### config.mk
export PLATFORM = sky130hd
export DESIGN_NAME = register_machine_instruction_step_flat
export DESIGN_NICKNAME = d
export VERILOG_FILES = /design/src/hw/rtl/rmis_pkg.sv /design/src/hw/rtl/rmis_ifs.sv /design/src/hw/rtl/rmis_alu.sv /design/src/hw/rtl/register_machine_instruction_step.sv /design/src/flat_wrapper.sv
export SDC_FILE = /design/constraint.sdc
export NUM_CORES = 2
export LEC_CHECK = 0
export ABC_CLOCK_PERIOD_IN_PS = 10500
export BUFFER_PORTS_ARGS = -buffer_cell sky130_fd_sc_hd__buf_2
export CAP_MARGIN = 20
export CORE_MARGIN = 2
export CORE_UTILIZATION = 40
export CTS_BUF_LIST = sky130_fd_sc_hd__clkbuf_4 sky130_fd_sc_hd__clkbuf_8
export CTS_CLUSTER_DIAMETER = 50
export DETAILED_ROUTE_END_ITERATION = 10
export GPL_TIMING_DRIVEN = 0
export PLACE_DENSITY = 0.67
export SLEW_MARGIN = 15
export SYNTH_ARGS = -nofsm -noshare
export SYNTH_HDL_FRONTEND = slang
export SYNTH_SLANG_ARGS = --single-unit
### constraint.sdc
create_clock -name clk -period 10.5 [get_ports clk]
set_input_delay 0 -clock clk [delete_from_list [all_inputs] [get_ports clk]]
set_output_delay 0 -clock clk [all_outputs]
set_load 0.05 [all_outputs]
### src/hw/rtl/rmis_pkg.sv
package rmis_pkg;

	localparam int REGISTER_COUNT = 6;
	localparam int DATA_WIDTH     = 32;
	localparam int REG_IDX_W      = (REGISTER_COUNT > 1) ? $clog2(REGISTER_COUNT) : 1;

	localparam int INDEX_W    = 32;
	localparam int OPND_W     = 31;
	localparam int DEST_W     = 3;
	localparam int IPREG_W    = 3;
	localparam int PLEN_W     = 16;
	localparam int CFG_IDX_W  = 4;
	localparam int CFG_DATA_W = 16;

	// compare width that holds a signed register and a non-negative immediate
	localparam int CMP_W = ((DATA_WIDTH > OPND_W) ? DATA_WIDTH : OPND_W) + 1;

	typedef enum logic [3:0] {
		OP_ADDR, OP_ADDI, OP_MULR, OP_MULI,
		OP_BANR, OP_BANI, OP_BORR, OP_BORI,
		OP_SETR, OP_SETI, OP_GTIR, OP_GTRI,
		OP_GTRR, OP_EQIR, OP_EQRI, OP_EQRR
	} op_t;

	typedef enum logic [CFG_IDX_W-1:0] {
		CFG_IP_REGISTER    = 4'd0,
		CFG_PROGRAM_LENGTH = 4'd1
	} cfg_reg_t;

	// index bound into a register: sign-extended or truncated to the data width
	function automatic logic [DATA_WIDTH-1:0] idx_to_data(input logic [INDEX_W-1:0] i);
		return DATA_WIDTH'($signed(i));
	endfunction

	// register value back to a 32-bit index, sign-extended from the data width
	function automatic logic [INDEX_W-1:0] data_to_idx(input logic [DATA_WIDTH-1:0] v);
		return INDEX_W'($signed(v));
	endfunction

	function automatic logic index_valid(input logic [INDEX_W-1:0] i,
		input logic [PLEN_W-1:0] len);
		return !i[INDEX_W-1] && (i < INDEX_W'(len));
	endfunction

	function automatic logic reg_ok(input logic [INDEX_W-1:0] r);
		return r < INDEX_W'(REGISTER_COUNT);
	endfunction

endpackage

### src/hw/rtl/rmis_ifs.sv
interface rmis_instr_if;
	logic                           valid;
	logic                           ready;
	logic [3:0]                     func;
	logic [rmis_pkg::OPND_W-1:0]    operand_a;
	logic [rmis_pkg::OPND_W-1:0]    operand_b;
	logic [rmis_pkg::DEST_W-1:0]    dest_reg;

	modport source (output valid, func, operand_a, operand_b, dest_reg, input ready);
	modport sink   (input valid, func, operand_a, operand_b, dest_reg, output ready);
endinterface

interface rmis_result_if;
	logic                                 valid;
	logic                                 ready;
	logic signed [rmis_pkg::INDEX_W-1:0]  next_index;
	logic signed [rmis_pkg::INDEX_W-1:0]  first_register;
	logic                                 halted;
	logic                                 bad_operand;

	modport source (output valid, next_index, first_register, halted, bad_operand,
		input ready);
	modport sink   (input valid, next_index, first_register, halted, bad_operand,
		output ready);
endinterface

interface rmis_cfg_if;
	logic                              valid;
	logic                              ready;
	logic [rmis_pkg::CFG_IDX_W-1:0]    index;
	logic [rmis_pkg::CFG_DATA_W-1:0]   data;

	modport source (output valid, index, data, input ready);
	modport sink   (input valid, index, data, output ready);
endinterface

### src/hw/rtl/rmis_alu.sv
module rmis_alu (
	input  rmis_pkg::op_t                    op,
	input  logic [rmis_pkg::DATA_WIDTH-1:0]  ra,
	input  logic [rmis_pkg::DATA_WIDTH-1:0]  rb,
	input  logic [rmis_pkg::OPND_W-1:0]      a,
	input  logic [rmis_pkg::OPND_W-1:0]      b,
	output logic [rmis_pkg::DATA_WIDTH-1:0]  r
);
	localparam int DW = rmis_pkg::DATA_WIDTH;
	localparam int CW = rmis_pkg::CMP_W;

	logic [DW-1:0] a_d;
	logic [DW-1:0] b_d;
	logic [DW-1:0] mul_b;
	logic [DW-1:0] prod;
	logic          flag;

	assign a_d   = DW'(a);
	assign b_d   = DW'(b);
	assign mul_b = (op == rmis_pkg::OP_MULR) ? rb : b_d;
	assign prod  = ra * mul_b;

	always_comb begin
		flag = 1'b0;
		case (op)
			rmis_pkg::OP_GTIR: flag = $signed(a_d) > $signed(rb);
			rmis_pkg::OP_GTRI: flag = $signed(CW'($signed(ra))) > $signed(CW'(b));
			rmis_pkg::OP_GTRR: flag = $signed(ra) > $signed(rb);
			rmis_pkg::OP_EQIR: flag = CW'(a) == CW'($signed(rb));
			rmis_pkg::OP_EQRI: flag = CW'($signed(ra)) == CW'(b);
			rmis_pkg::OP_EQRR: flag = ra == rb;
			default:           flag = 1'b0;
		endcase
	end

	always_comb begin
		case (op)
			rmis_pkg::OP_ADDR: r = ra + rb;
			rmis_pkg::OP_ADDI: r = ra + b_d;
			rmis_pkg::OP_MULR,
			rmis_pkg::OP_MULI: r = prod;
			rmis_pkg::OP_BANR: r = ra & rb;
			rmis_pkg::OP_BANI: r = ra & b_d;
			rmis_pkg::OP_BORR: r = ra | rb;
			rmis_pkg::OP_BORI: r = ra | b_d;
			rmis_pkg::OP_SETR: r = ra;
			rmis_pkg::OP_SETI: r = a_d;
			default:           r = {{(DW-1){1'b0}}, flag};
		endcase
	end

endmodule

### src/hw/rtl/register_machine_instruction_step.sv
// Register machine, one instruction per item.
// instr: an instruction (func, operand_a, operand_b, dest_reg) fetched at the
//   index last reported; accepted when valid and ready are high at a clock edge.
// result: next_index, first_register, halted, bad_operand, one item per
//   instruction, in order.
// cfg: register writes (index 0 ip_register, index 1 program_length), always
//   ready; write only while no instruction is in flight.
// Order: the instruction passes the input register and then the result register,
//   which loads only while result is not stalled. Throughput: one instruction
//   per cycle while result is not stalled and no ip_register write is pending;
//   the forwarded register read, the multiplier and the index compare set the clock.
// Register file: six-entry memory with two registered read ports, per-entry
//   valid bits and forwarding of the last write; the register bound to the
//   index is held aside and written back after ip_register is changed, once
//   the input register is empty; until then instr.ready is low.
// Reset (arst_n low): registers, index and halt flag clear, program_length is
//   zero, so the first instruction reports halted until it is configured.
// When result is stalled the finished item is held, one more instruction may
//   wait in the input register, and instr.ready then drops.
module register_machine_instruction_step (
	input  logic         clk,
	input  logic         arst_n,
	rmis_instr_if.sink   instr,
	rmis_result_if.source result,
	rmis_cfg_if.sink     cfg
);
	localparam int DW  = rmis_pkg::DATA_WIDTH;
	localparam int RC  = rmis_pkg::REGISTER_COUNT;
	localparam int RIW = rmis_pkg::REG_IDX_W;
	localparam int IW  = rmis_pkg::INDEX_W;
	localparam int OW  = rmis_pkg::OPND_W;
	localparam int PW  = rmis_pkg::PLEN_W;
	localparam int IPW = rmis_pkg::IPREG_W;
	localparam int DSW = rmis_pkg::DEST_W;

	// configuration
	logic [IPW-1:0] ip_reg_q;
	logic [PW-1:0]  prog_len_q;
	logic           flush_pend_q;

	// architectural state
	logic [IW-1:0]  idx_q;
	logic           halt_q;
	logic [DW-1:0]  reg0_q;
	logic [DW-1:0]  ipval_q;
	logic [RIW-1:0] tag_q;
	logic           dirty_q;

	// register file memory
	logic [DW-1:0]  mem [RC];
	logic [RC-1:0]  mem_vld_q;
	logic           rec_vld_q;
	logic [RIW-1:0] rec_addr_q;
	logic [DW-1:0]  rec_data_q;
	logic           mem_we;
	logic [RIW-1:0] mem_wa;
	logic [DW-1:0]  mem_wd;

	// input stage
	logic           s1_valid_q;
	rmis_pkg::op_t  op_s1;
	logic [OW-1:0]  a_s1;
	logic [OW-1:0]  b_s1;
	logic [DSW-1:0] d_s1;
	logic [DW-1:0]  rda_s1;
	logic [DW-1:0]  rdb_s1;

	// result register
	logic           out_valid_q;
	logic [IW-1:0]  out_next_q;
	logic [IW-1:0]  out_reg0_q;
	logic           out_halt_q;
	logic           out_bad_q;

	logic accept;
	logic retire;
	logic flush_go;

	logic           run;
	logic           ip_ok;
	logic [RIW-1:0] ip_addr;
	logic [RIW-1:0] a_addr;
	logic [RIW-1:0] b_addr;
	logic [RIW-1:0] d_addr;
	logic [DW-1:0]  bound;
	logic           a_reg;
	logic           b_reg;
	logic           opnd_bad;
	logic [DW-1:0]  ra_v;
	logic [DW-1:0]  rb_v;
	logic [DW-1:0]  alu_r;
	logic           wr_op;
	logic [DW-1:0]  ip_after;
	logic [IW-1:0]  nxt;
	logic           halted;
	logic           bad;
	logic [DW-1:0]  reg0_new;

	assign cfg.ready    = 1'b1;
	assign flush_go     = flush_pend_q && !s1_valid_q;
	assign retire       = s1_valid_q && (!out_valid_q || result.ready);
	assign instr.ready  = !flush_pend_q && (!s1_valid_q || retire);
	assign accept       = instr.valid && instr.ready;

	always_ff @(posedge clk or negedge arst_n) begin
		if (!arst_n) begin
			ip_reg_q     <= '0;
			prog_len_q   <= '0;
			flush_pend_q <= 1'b0;
		end else begin
			if (flush_go)
				flush_pend_q <= 1'b0;
			if (cfg.valid) begin
				case (cfg.index)
					rmis_pkg::CFG_IP_REGISTER: begin
						ip_reg_q     <= cfg.data[IPW-1:0];
						flush_pend_q <= 1'b1;
					end
					rmis_pkg::CFG_PROGRAM_LENGTH: prog_len_q <= cfg.data[PW-1:0];
					default: ;
				endcase
			end
		end
	end

	// execute
	always_comb begin
		run     = !halt_q && rmis_pkg::index_valid(idx_q, prog_len_q);
		ip_ok   = rmis_pkg::reg_ok(IW'(ip_reg_q));
		ip_addr = RIW'(ip_reg_q);
		a_addr  = RIW'(a_s1);
		b_addr  = RIW'(b_s1);
		d_addr  = RIW'(d_s1);
		bound   = rmis_pkg::idx_to_data(idx_q);
		a_reg   = !(op_s1 inside {rmis_pkg::OP_SETI, rmis_pkg::OP_GTIR, rmis_pkg::OP_EQIR});
		b_reg   = op_s1 inside {rmis_pkg::OP_ADDR, rmis_pkg::OP_MULR, rmis_pkg::OP_BANR,
			rmis_pkg::OP_BORR, rmis_pkg::OP_GTIR, rmis_pkg::OP_GTRR,
			rmis_pkg::OP_EQIR, rmis_pkg::OP_EQRR};
		opnd_bad = (a_reg && !rmis_pkg::reg_ok(IW'(a_s1)))
			|| (b_reg && !rmis_pkg::reg_ok(IW'(b_s1)))
			|| !rmis_pkg::reg_ok(IW'(d_s1));

		// bound register, then last write, then memory, then reset value
		if (a_addr == ip_addr)
			ra_v = bound;
		else if (rec_vld_q && rec_addr_q == a_addr)
			ra_v = rec_data_q;
		else if (mem_vld_q[a_addr])
			ra_v = rda_s1;
		else
			ra_v = '0;

		if (b_addr == ip_addr)
			rb_v = bound;
		else if (rec_vld_q && rec_addr_q == b_addr)
			rb_v = rec_data_q;
		else if (mem_vld_q[b_addr])
			rb_v = rdb_s1;
		else
			rb_v = '0;
	end

	rmis_alu u_alu (
		.op (op_s1),
		.ra (ra_v),
		.rb (rb_v),
		.a  (a_s1),
		.b  (b_s1),
		.r  (alu_r)
	);

	always_comb begin
		wr_op    = run && ip_ok && !opnd_bad;
		ip_after = (wr_op && d_addr == ip_addr) ? alu_r : bound;
		nxt      = idx_q;
		halted   = 1'b1;
		bad      = 1'b0;
		reg0_new = reg0_q;
		if (run) begin
			if (!ip_ok) begin
				nxt = idx_q + IW'(1);
				bad = 1'b1;
			end else begin
				nxt = rmis_pkg::data_to_idx(ip_after + DW'(1));
				bad = opnd_bad;
				if (wr_op && d_addr == '0)
					reg0_new = alu_r;
				else if (ip_addr == '0)
					reg0_new = bound;
			end
			halted = !rmis_pkg::index_valid(nxt, prog_len_q);
		end
	end

	// one write port: a step write or the write-back of the bound register
	always_comb begin
		mem_we = 1'b0;
		mem_wa = d_addr;
		mem_wd = alu_r;
		if (retire && wr_op && d_addr != ip_addr) begin
			mem_we = 1'b1;
		end else if (flush_go && dirty_q) begin
			mem_we = 1'b1;
			mem_wa = tag_q;
			mem_wd = ipval_q;
		end
	end

	always_ff @(posedge clk) begin
		if (mem_we)
			mem[mem_wa] <= mem_wd;
		if (accept) begin
			rda_s1 <= mem[RIW'(instr.operand_a)];
			rdb_s1 <= mem[RIW'(instr.operand_b)];
		end
	end

	always_ff @(posedge clk or negedge arst_n) begin
		if (!arst_n) begin
			mem_vld_q <= '0;
			rec_vld_q <= 1'b0;
		end else if (mem_we) begin
			mem_vld_q[mem_wa] <= 1'b1;
			rec_vld_q         <= 1'b1;
		end
	end

	always_ff @(posedge clk) begin
		if (mem_we) begin
			rec_addr_q <= mem_wa;
			rec_data_q <= mem_wd;
		end
	end

	always_ff @(posedge clk or negedge arst_n) begin
		if (!arst_n) begin
			idx_q   <= '0;
			halt_q  <= 1'b0;
			reg0_q  <= '0;
			ipval_q <= '0;
			tag_q   <= '0;
			dirty_q <= 1'b0;
		end else begin
			if (retire) begin
				idx_q  <= nxt;
				halt_q <= halted;
				reg0_q <= reg0_new;
				if (run && ip_ok) begin
					ipval_q <= ip_after;
					dirty_q <= 1'b1;
				end
			end else if (flush_go) begin
				tag_q   <= ip_addr;
				dirty_q <= 1'b0;
			end
		end
	end

	always_ff @(posedge clk or negedge arst_n) begin
		if (!arst_n)
			s1_valid_q <= 1'b0;
		else if (accept)
			s1_valid_q <= 1'b1;
		else if (retire)
			s1_valid_q <= 1'b0;
	end

	always_ff @(posedge clk) begin
		if (accept) begin
			op_s1 <= rmis_pkg::op_t'(instr.func);
			a_s1  <= instr.operand_a;
			b_s1  <= instr.operand_b;
			d_s1  <= instr.dest_reg;
		end
	end

	always_ff @(posedge clk or negedge arst_n) begin
		if (!arst_n)
			out_valid_q <= 1'b0;
		else if (retire)
			out_valid_q <= 1'b1;
		else if (result.ready)
			out_valid_q <= 1'b0;
	end

	always_ff @(posedge clk) begin
		if (retire) begin
			out_next_q <= nxt;
			out_reg0_q <= IW'(reg0_new);
			out_halt_q <= halted;
			out_bad_q  <= bad;
		end
	end

	assign result.valid          = out_valid_q;
	assign result.next_index     = out_next_q;
	assign result.first_register = out_reg0_q;
	assign result.halted         = out_halt_q;
	assign result.bad_operand    = out_bad_q;

endmodule

### src/flat_wrapper.sv
// flat-port wrapper written by rule: the top's interface ports become plain ports
module register_machine_instruction_step_flat 
  (clk, arst_n, instr_valid, instr_func, instr_operand_a, instr_operand_b, instr_dest_reg, instr_ready, result_valid, result_next_index, result_first_register, result_halted, result_bad_operand, result_ready, cfg_valid, cfg_index, cfg_data, cfg_ready);
  rmis_instr_if instr_i ();
  rmis_result_if result_i ();
  rmis_cfg_if cfg_i ();
  input  logic clk;
  input  logic arst_n;
  input wire logic [$bits(instr_i.valid)-1:0] instr_valid;
  input wire logic [$bits(instr_i.func)-1:0] instr_func;
  input wire logic [$bits(instr_i.operand_a)-1:0] instr_operand_a;
  input wire logic [$bits(instr_i.operand_b)-1:0] instr_operand_b;
  input wire logic [$bits(instr_i.dest_reg)-1:0] instr_dest_reg;
  output wire logic [$bits(instr_i.ready)-1:0] instr_ready;
  output wire logic [$bits(result_i.valid)-1:0] result_valid;
  output wire logic [$bits(result_i.next_index)-1:0] result_next_index;
  output wire logic [$bits(result_i.first_register)-1:0] result_first_register;
  output wire logic [$bits(result_i.halted)-1:0] result_halted;
  output wire logic [$bits(result_i.bad_operand)-1:0] result_bad_operand;
  input wire logic [$bits(result_i.ready)-1:0] result_ready;
  input wire logic [$bits(cfg_i.valid)-1:0] cfg_valid;
  input wire logic [$bits(cfg_i.index)-1:0] cfg_index;
  input wire logic [$bits(cfg_i.data)-1:0] cfg_data;
  output wire logic [$bits(cfg_i.ready)-1:0] cfg_ready;
  assign instr_i.valid = instr_valid;
  assign instr_i.func = instr_func;
  assign instr_i.operand_a = instr_operand_a;
  assign instr_i.operand_b = instr_operand_b;
  assign instr_i.dest_reg = instr_dest_reg;
  assign instr_ready = instr_i.ready;
  assign result_valid = result_i.valid;
  assign result_next_index = result_i.next_index;
  assign result_first_register = result_i.first_register;
  assign result_halted = result_i.halted;
  assign result_bad_operand = result_i.bad_operand;
  assign result_i.ready = result_ready;
  assign cfg_i.valid = cfg_valid;
  assign cfg_i.index = cfg_index;
  assign cfg_i.data = cfg_data;
  assign cfg_ready = cfg_i.ready;
  register_machine_instruction_step u_core (.clk(clk), .arst_n(arst_n), .instr(instr_i), .result(result_i), .cfg(cfg_i));
endmodule
======== Word-level counts from Yosys, hierarchy flattened ========
Memories as Yosys holds them, arrays and structs flattened. A register that Yosys moved wholly into a read port is not among the register bits.
Cells that the tools add are included.
word-level totals
  register bits after elaboration ......... 300
  bits in writable memories ............... 192
  memories ................................ 1
cells by class
  $add $sub $neg .......................... 4
  multiply operators ...................... 1
  $lt $le $gt $ge ......................... 13
  equal/unequal tests ..................... 26
  multiplexer cells ....................... 43
  bitwise logic cells ..................... 6
  reductions and logical operators ........ 50
memory list
  name        words  bits a word  read ports  clocked after Yosys merged registers in  wr ports  line                                     RTL
  u_core.mem  6      32           2           2                                        1         register_machine_instruction_step.sv:50  logic [DW-1:0] mem [RC];
operators with widths
  kind                                                         count
  2-to-1 mux 32 bit                                            17
  case mux 32 bit (9 select lines)                             1
  > comparator 32 bit                                          3
  adder 32 x 1 -> 32 bit, second input constant                2
  less-than comparator 32 x 16 -> 1 bit                        2
  less-than comparator 31 x 3 -> 1 bit, second input constant  2
  == test 31 x 33 -> 1 bit                                     1
  == test 33 x 31 -> 1 bit                                     1
  adder 32 x 31 -> 32 bit                                      1
  adder 32 bit                                                 1
  bitwise AND 32 x 31 -> 32 bit                                1
  bitwise AND 32 bit                                           1
  == test 32 bit                                               1
  == test 4 bit, second input constant                         8
  multiplier 32 x 32 -> 32 bit                                 1
  bitwise OR 32 x 31 -> 32 bit                                 1
  bitwise OR 32 bit                                            1
  logical AND 1 bit                                            19
  2-to-1 mux 1 bit                                             19
  == test 4 x 3 -> 1 bit, second input constant                4
  == test 3 bit                                                5
  logical NOT 1 bit                                            12
  less-than comparator 3 x 4 -> 1 bit, second input constant   3
  AND reduction 2 bit                                          5
  19 further kinds                                             31

======== Longest topological paths before layout ========
  depth after elaboration ................. 17
  mapped depth ............................ 45
  gate-level depth less buffers ........... 41

======== Modules after synthesis ========
A second synthesis with hierarchy kept.
second synthesis, totals
  cells, all modules ...................... 4,869
  area, all modules ....................... 49,105.8 um2
by module, submodules not included
  module                             times used  cells each  area an instance (um2)
  register_machine_instruction_step  1           2,065       26,125.1
  rmis_alu                           1           2,804       22,980.8

======== Worst setup path after synthesis ========
No wires, ideal clock.
  kind .................................... register to register
  start ................................... reg u_core.b_s1[0]
  end ..................................... reg u_core.out_halt_q, in the netlist u_core.result.halted, data pin
  setup time .............................. 275 ps
  data arrival time ....................... 10,363 ps
  required time ........................... 10,225 ps
  setup slack ............................. -138 ps
  cell stages (with the launch flop) ...... 37
  clock period less this slack ............ 10,638 ps
  cells stage by stage .................... edfxtp_1 buf_2 mux4_2 o2bb2ai_1 and2_1 buf_2 a221o_1 o21ai_1 o21a_1 clkbuf_1 nor2_1 fa_1 inv_1 fa_1 fa_1 fa_1 inv_1 fa_1 fa_1 fa_1 fa_1 ha_1 clkbuf_1 nand2_1 or3_1 o221ai_1 a211oi_1 a211oi_2 o32a_1 o41ai_1 or3_1 or4b_1 or2_4 or4_4 or2_4 xnor2_2 nand3_1
on the way
  cells in the longest elaborated chain, start to end .. 16
  elaborated cells between the ends (all ways) .. 41
  classes of those cells .................. 3 x add/sub; 1 x mul; 5 x order compare; 5 x eq/ne; 12 x mux; 4 x bitwise; 11 x reduce/logical
RTL lines
  element                                                                                         line                                                                                RTL
  start: declaration                                                                              register_machine_instruction_step.sv:63                                             logic [OW-1:0] b_s1;
  start signal: assignment                                                                        register_machine_instruction_step.sv:272                                            b_s1 <= instr.operand_b;
  binary-select mux 1 bit (select 3 bit) or less-than comparator 31 x 3 -> 1 bit (tied branches)  register_machine_instruction_step.sv:157, rmis_pkg.sv:46
  2-to-1 mux 1 bit (implied by the code) or logical NOT 1 bit (tied branches)                     register_machine_instruction_step.sv:157, register_machine_instruction_step.sv:140
  2-to-1 mux 32 bit or logical AND 1 bit (tied branches)                                          register_machine_instruction_step.sv:157, register_machine_instruction_step.sv:140
  2-to-1 mux 32 bit or logical OR 1 bit (tied branches)                                           register_machine_instruction_step.sv:155, register_machine_instruction_step.sv:140
  2-to-1 mux 32 bit or logical OR 1 bit (tied branches)                                           register_machine_instruction_step.sv:153, register_machine_instruction_step.sv:141
  2-to-1 mux 32 bit, or another cell as far along                                                 rmis_alu.sv:20                                                                      assign mul_b = (op == rmis_pkg::OP_MULR) ? rb : b_d;
  multiplier 32 x 32 -> 32 bit, or another cell as far along                                      rmis_alu.sv:21                                                                      assign prod = ra * mul_b;
  case mux 32 bit (9 select lines) or logical AND 1 bit (tied branches)                           rmis_alu.sv:37, register_machine_instruction_step.sv:174
  2-to-1 mux 32 bit (*)                                                                           register_machine_instruction_step.sv:174                                            ip_after = (wr_op && d_addr == ip_addr) ? alu_r : bound;
  adder 32 x 1 -> 32 bit (*)                                                                      register_machine_instruction_step.sv:184                                            nxt = rmis_pkg::data_to_idx(ip_after + DW'(1));
  2-to-1 mux 32 bit (*)                                                                           register_machine_instruction_step.sv:180                                            if (!ip_ok) begin
  2-to-1 mux 32 bit (*)                                                                           register_machine_instruction_step.sv:179                                            if (run) begin
  less-than comparator 32 x 16 -> 1 bit or logical NOT 1 bit (tied branches)                      rmis_pkg.sv:42                                                                      return !i[INDEX_W-1] && (i < INDEX_W'(len));
  logical AND 1 bit (*)                                                                           rmis_pkg.sv:42
  logical NOT 1 bit (*)                                                                           register_machine_instruction_step.sv:191                                            halted = !rmis_pkg::index_valid(nxt, prog_len_q);
  2-to-1 mux 1 bit (*)                                                                            register_machine_instruction_step.sv:179
  via u_core.halted                                                                               register_machine_instruction_step.sv:95                                             logic halted;
  end signal: assignment                                                                          register_machine_instruction_step.sv:290                                            out_halt_q <= halted;
  end: declaration                                                                                register_machine_instruction_step.sv:72                                             logic out_halt_q;
Mark *: on every way through the listed nets, which the timed path passes. The rest lies on a longest branch. The select of a mux whose other input is x is not followed.
A chain may end at the register's enable or synchronous reset.

======== Final worst setup path ========
  start ................................... reg u_core.b_s1[0]
  end ..................................... reg u_core.out_next_q[31], in the netlist u_core.result.next_index[31], data pin
on the way
  cells in the longest elaborated chain, start to end .. 13
  elaborated cells between the ends (all ways) .. 37
  classes of those cells .................. 3 x add/sub; 1 x mul; 4 x order compare; 5 x eq/ne; 12 x mux; 4 x bitwise; 8 x reduce/logical
RTL lines
  element                                                                                         line                                                                                RTL
  binary-select mux 1 bit (select 3 bit) or less-than comparator 31 x 3 -> 1 bit (tied branches)  register_machine_instruction_step.sv:157, rmis_pkg.sv:46
  2-to-1 mux 1 bit (implied by the code) or logical NOT 1 bit (tied branches)                     register_machine_instruction_step.sv:157, register_machine_instruction_step.sv:140
  2-to-1 mux 32 bit or logical AND 1 bit (tied branches)                                          register_machine_instruction_step.sv:157, register_machine_instruction_step.sv:140
  2-to-1 mux 32 bit or logical OR 1 bit (tied branches)                                           register_machine_instruction_step.sv:155, register_machine_instruction_step.sv:140
  2-to-1 mux 32 bit or logical OR 1 bit (tied branches)                                           register_machine_instruction_step.sv:153, register_machine_instruction_step.sv:141
  2-to-1 mux 32 bit, or another cell as far along                                                 rmis_alu.sv:20
  multiplier 32 x 32 -> 32 bit, or another cell as far along                                      rmis_alu.sv:21
  case mux 32 bit (9 select lines) or logical AND 1 bit (tied branches)                           rmis_alu.sv:37, register_machine_instruction_step.sv:174
  2-to-1 mux 32 bit (*)                                                                           register_machine_instruction_step.sv:174
  adder 32 x 1 -> 32 bit (*)                                                                      register_machine_instruction_step.sv:184
  2-to-1 mux 32 bit (*)                                                                           register_machine_instruction_step.sv:180
  2-to-1 mux 32 bit (*) (2 in a row)                                                              register_machine_instruction_step.sv:179
  via u_core.nxt[31]                                                                              register_machine_instruction_step.sv:94                                             logic [IW-1:0] nxt;
  end signal: assignment                                                                          register_machine_instruction_step.sv:288                                            out_next_q <= nxt;
  end: declaration                                                                                register_machine_instruction_step.sv:70                                             logic [IW-1:0] out_next_q;
Marked as above.

==> impl_metrics.tcl <==
set metrics [dict create \
    status "finished, violations left" \
    violations "negative setup slack" \
    clock_path_buffers 3 \
    yosys_most_used_dff "edfxtp_1" \
    die_w_um 359 \
    rsz0062_at_grt "true" \
    hold_ws_ps 74.4 \
    drtAntennaViolNets 0 \
    start_kind "register" \
    ioPinCount 163 \
    hold_violations 0 \
    layout_commonest_cell "nand2_1" \
    drive_gt1_share_pct 18.6 \
    clock_latency_ps 810 \
    path_class "register to register" \
    synth_seq_cells 556 \
    drt_wl_total_um 236000 \
    worst_pin_slew_ps 1350 \
    seqCellArea_mm2 0.0160 \
    port_buffers 161 \
    root_buffer "clkbuf_8" \
    start_util_pct 40.2 \
    min_period_ps 11150 \
    dp_hpwl_um 185000 \
    layout_common_cells "nand2_1, nor2_1, inv_1" \
    syn_area_mm2 0.0504 \
    place_congestion 1.07 \
    crit_fanout 10 \
    syn_avg_cell_area_um2 9.83 \
    wl_per_cell_um 31.8 \
    gr-total-overflow 0 \
    crit_arrival_ps 11600 \
    die-height_um 359 \
    drtPass1Iterations 6 \
    setup_tns_ps -3720 \
    cts_buffers 85 \
    fin_crit_sh_pct 106 \
    syn_inst 5129 \
    clkTransAtPathRegs_ps 70 \
    grt_pass1_vias 44900 \
    async_flop_share_pct 23.4 \
    nets 6652 \
    yosysSeqAreaShare_pct 31.8 \
    num_vias 45000 \
    grt_max_degree 76 \
    num_rows 130 \
    max_cap_viol_count 0 \
    multi_input_area_mm2 0.0331 \
    area_growth_pct 21.7 \
    antenna_found_initial 4 \
    timing.final.ws_setup_ps -650 \
    cts_tree "yes" \
    fillers 11500 \
    avgViaCountPerCell 6.04 \
    max_freq_mhz 89.7 \
    slew_violations 0 \
    htree_levels 3 \
    crit_path_frequent_cell "fa_1" \
    setup_viol 11 \
    globalRouteTotalUtil_pct 36.1 \
    die_area_mm2 0.129 \
    synth_warnings 0 \
    core_mm2 0.125 \
    hp-class "primary input to register" \
    drc 0 \
    synth.distinct_cells 110 \
    drt_iter0_markers 5454 \
    cpPeakStageDelay_ps 650 \
    slew_headroom_pct 10.3 \
    cp_slowest_cell "o211ai_1" \
    finalCoreUtilization_pct 48.9 \
    grt_pass1_wl_um 330000 \
    cp.required_ps 10950 \
    clkSinkCount 556 \
    syn_nets 6058 \
    synth_edf_count 426 \
    critPathCaptureType "register" \
    worst_clock_skew_ps 92.2 \
]
per-layer routing:
metal / part of all wire (%) / GRT usage (%)
met1: 37 / 44.1
met2: 44 / 55.8
met3: 9.5 / 7.77
met4: 9.4 / 28.2
met5: 0 / 0
cell families (layout without fill, tap and decap cells):
family,Yosys count,after routing,share of synthesized area [%]
and+or+nand+nor,1568,1568,13.5
AOI/OAI and AO/OA,964,964,12.4
buffers and inverters,847,1509,6.52
adders and majority gates,835,835,26.8
DFF,556,556,31.8
muxes,229,229,6.50
xor gates and xnor gates,129,129,2.39
other,1,6,0.00744
final cells by class:
class,count,share of cell area [%]
clock inverters,42,0.595
plain buffers,261,2.87
repair buffers,518,7.17
clock buffers,113,2.29
well taps,1650,3.36
diodes,5,0.0204
inverters,575,3.59
multi-input cells,3726,54.0
flip-flops and latches,556,26.2
metrics by stage:
step / setup WS, ps / cell area (µm²) / instances
2_1_floorplan: 6.65 / 50400 / 5129
3_3_place_gp: -4280 / 53300 / 6940
3_5_place_dp: -3640 / 54200 / 6979
4_1_cts: -497 / 60400 / 7401
5_1_grt: -790 / 61300 / 7442
6_report: -650 / 61400 / 7446
cell usage after synthesis (19+ instances only):
| cell | instances | area [µm²] |
|---|---|---|
| nand2_1 | 642 | 2410 |
| nor2_1 | 571 | 2140 |
| inv_1 | 560 | 2100 |
| edfxtp_1 | 426 | 12800 |
| ha_1 | 426 | 5330 |
| fa_1 | 409 | 8190 |
| o21ai_0 | 258 | 1290 |
| a21oi_1 | 242 | 1210 |
| clkbuf_1 | 191 | 717 |
| dfrtp_1 | 130 | 3250 |
| mux2i_1 | 107 | 1070 |
| xnor2_1 | 92 | 806 |
| mux4_2 | 74 | 1670 |
| nand3_1 | 54 | 270 |
| mux2_2 | 48 | 541 |
| nor4_1 | 41 | 257 |
| a211oi_1 | 40 | 300 |
| a21o_1 | 38 | 285 |
| nor3_1 | 38 | 190 |
| buf_2 | 35 | 175 |
| o21a_1 | 35 | 263 |
| nand4_1 | 34 | 213 |
| o211ai_1 | 33 | 248 |
| xor2_1 | 31 | 272 |
| a221oi_1 | 30 | 263 |
| buf_1 | 30 | 113 |
| nand2b_1 | 29 | 181 |
| nor2b_1 | 29 | 181 |
| a22oi_1 | 27 | 203 |
| and2_1 | 22 | 138 |
| o21ai_1 | 22 | 110 |
| a22o_1 | 19 | 166 |
| a31oi_1 | 19 | 119 |
| o31ai_1 | 19 | 143 |
| or2_2 | 19 | 119 |
state kept, by name (all words and copies together), names as in the netlist, 3 cells and up:
register,flops
u_core.reg0_q,32
u_core.rda_s1,32
u_core.ip_addr,3
u_core.bound,32
u_core.b_s1,31
u_core.tag_q,3
u_core.d_addr,3
u_core.ipval_q,32
u_core.result.first_register,32
u_core.rec_data_q,32
u_core.mem,192
u_core.a_s1,31
u_core.mem_vld_q,6
u_core.result.next_index,32
u_core.prog_len_q,16
u_core.op_s1,4
u_core.rdb_s1,32
u_core.rec_addr_q,3
worst paths after layout:
path / from / endpoint / slack, ps / cells after the start
worst min-delay path: cfg_data[10] / u_core.prog_len_q[10]$_DFFE_PN0P_ / 70 / 3
max in group asynchronous: arst_n / u_core.bound[29]$_DFFE_PN0P_ / 9710 / 4
min in group asynchronous: arst_n / u_core.reg0_q[28]$_DFFE_PN0P_ / 310 / 4
worst min register to register: u_core.ipval_q[27]$_DFFE_PN0P_ / u_core.ipval_q[27]$_DFFE_PN0P_ / 480 / 2
worst max register to register: u_core.b_s1[0]$_DFFE_PP_ / u_core.result.next_index[31]$_DFFE_PP_ / -650 / 35
worst max-delay path: u_core.b_s1[0]$_DFFE_PP_ / u_core.result.next_index[31]$_DFFE_PP_ / -650 / 35
critical path: cells and delay by family, from the launching register on:
family | cells | cell delay [ps]
AO/OA/AOI/OAI | 9 | 1840
multiplexers | 1 | 540
flip-flops | 1 | 410
XOR/XNOR | 1 | 200
AND/OR/NAND/NOR | 9 | 3070
adder cells (fa/ha/maj) | 7 | 3350
buffers and inverters | 8 | 1370
timing repair:
item                                   in CTS  in global routing
setup endpoints to repair                 262                 56
pin swaps                                  97                 92
cloned                                      2                  0
gates resized for setup                   480                134
hold buffers                              177                  0
setup buffers                              99                 40
endpoints found under the hold margin     257                  0
Power is not shown: default switching activity piles up to over one toggle a cycle in this logic, so the estimate is an artifact.
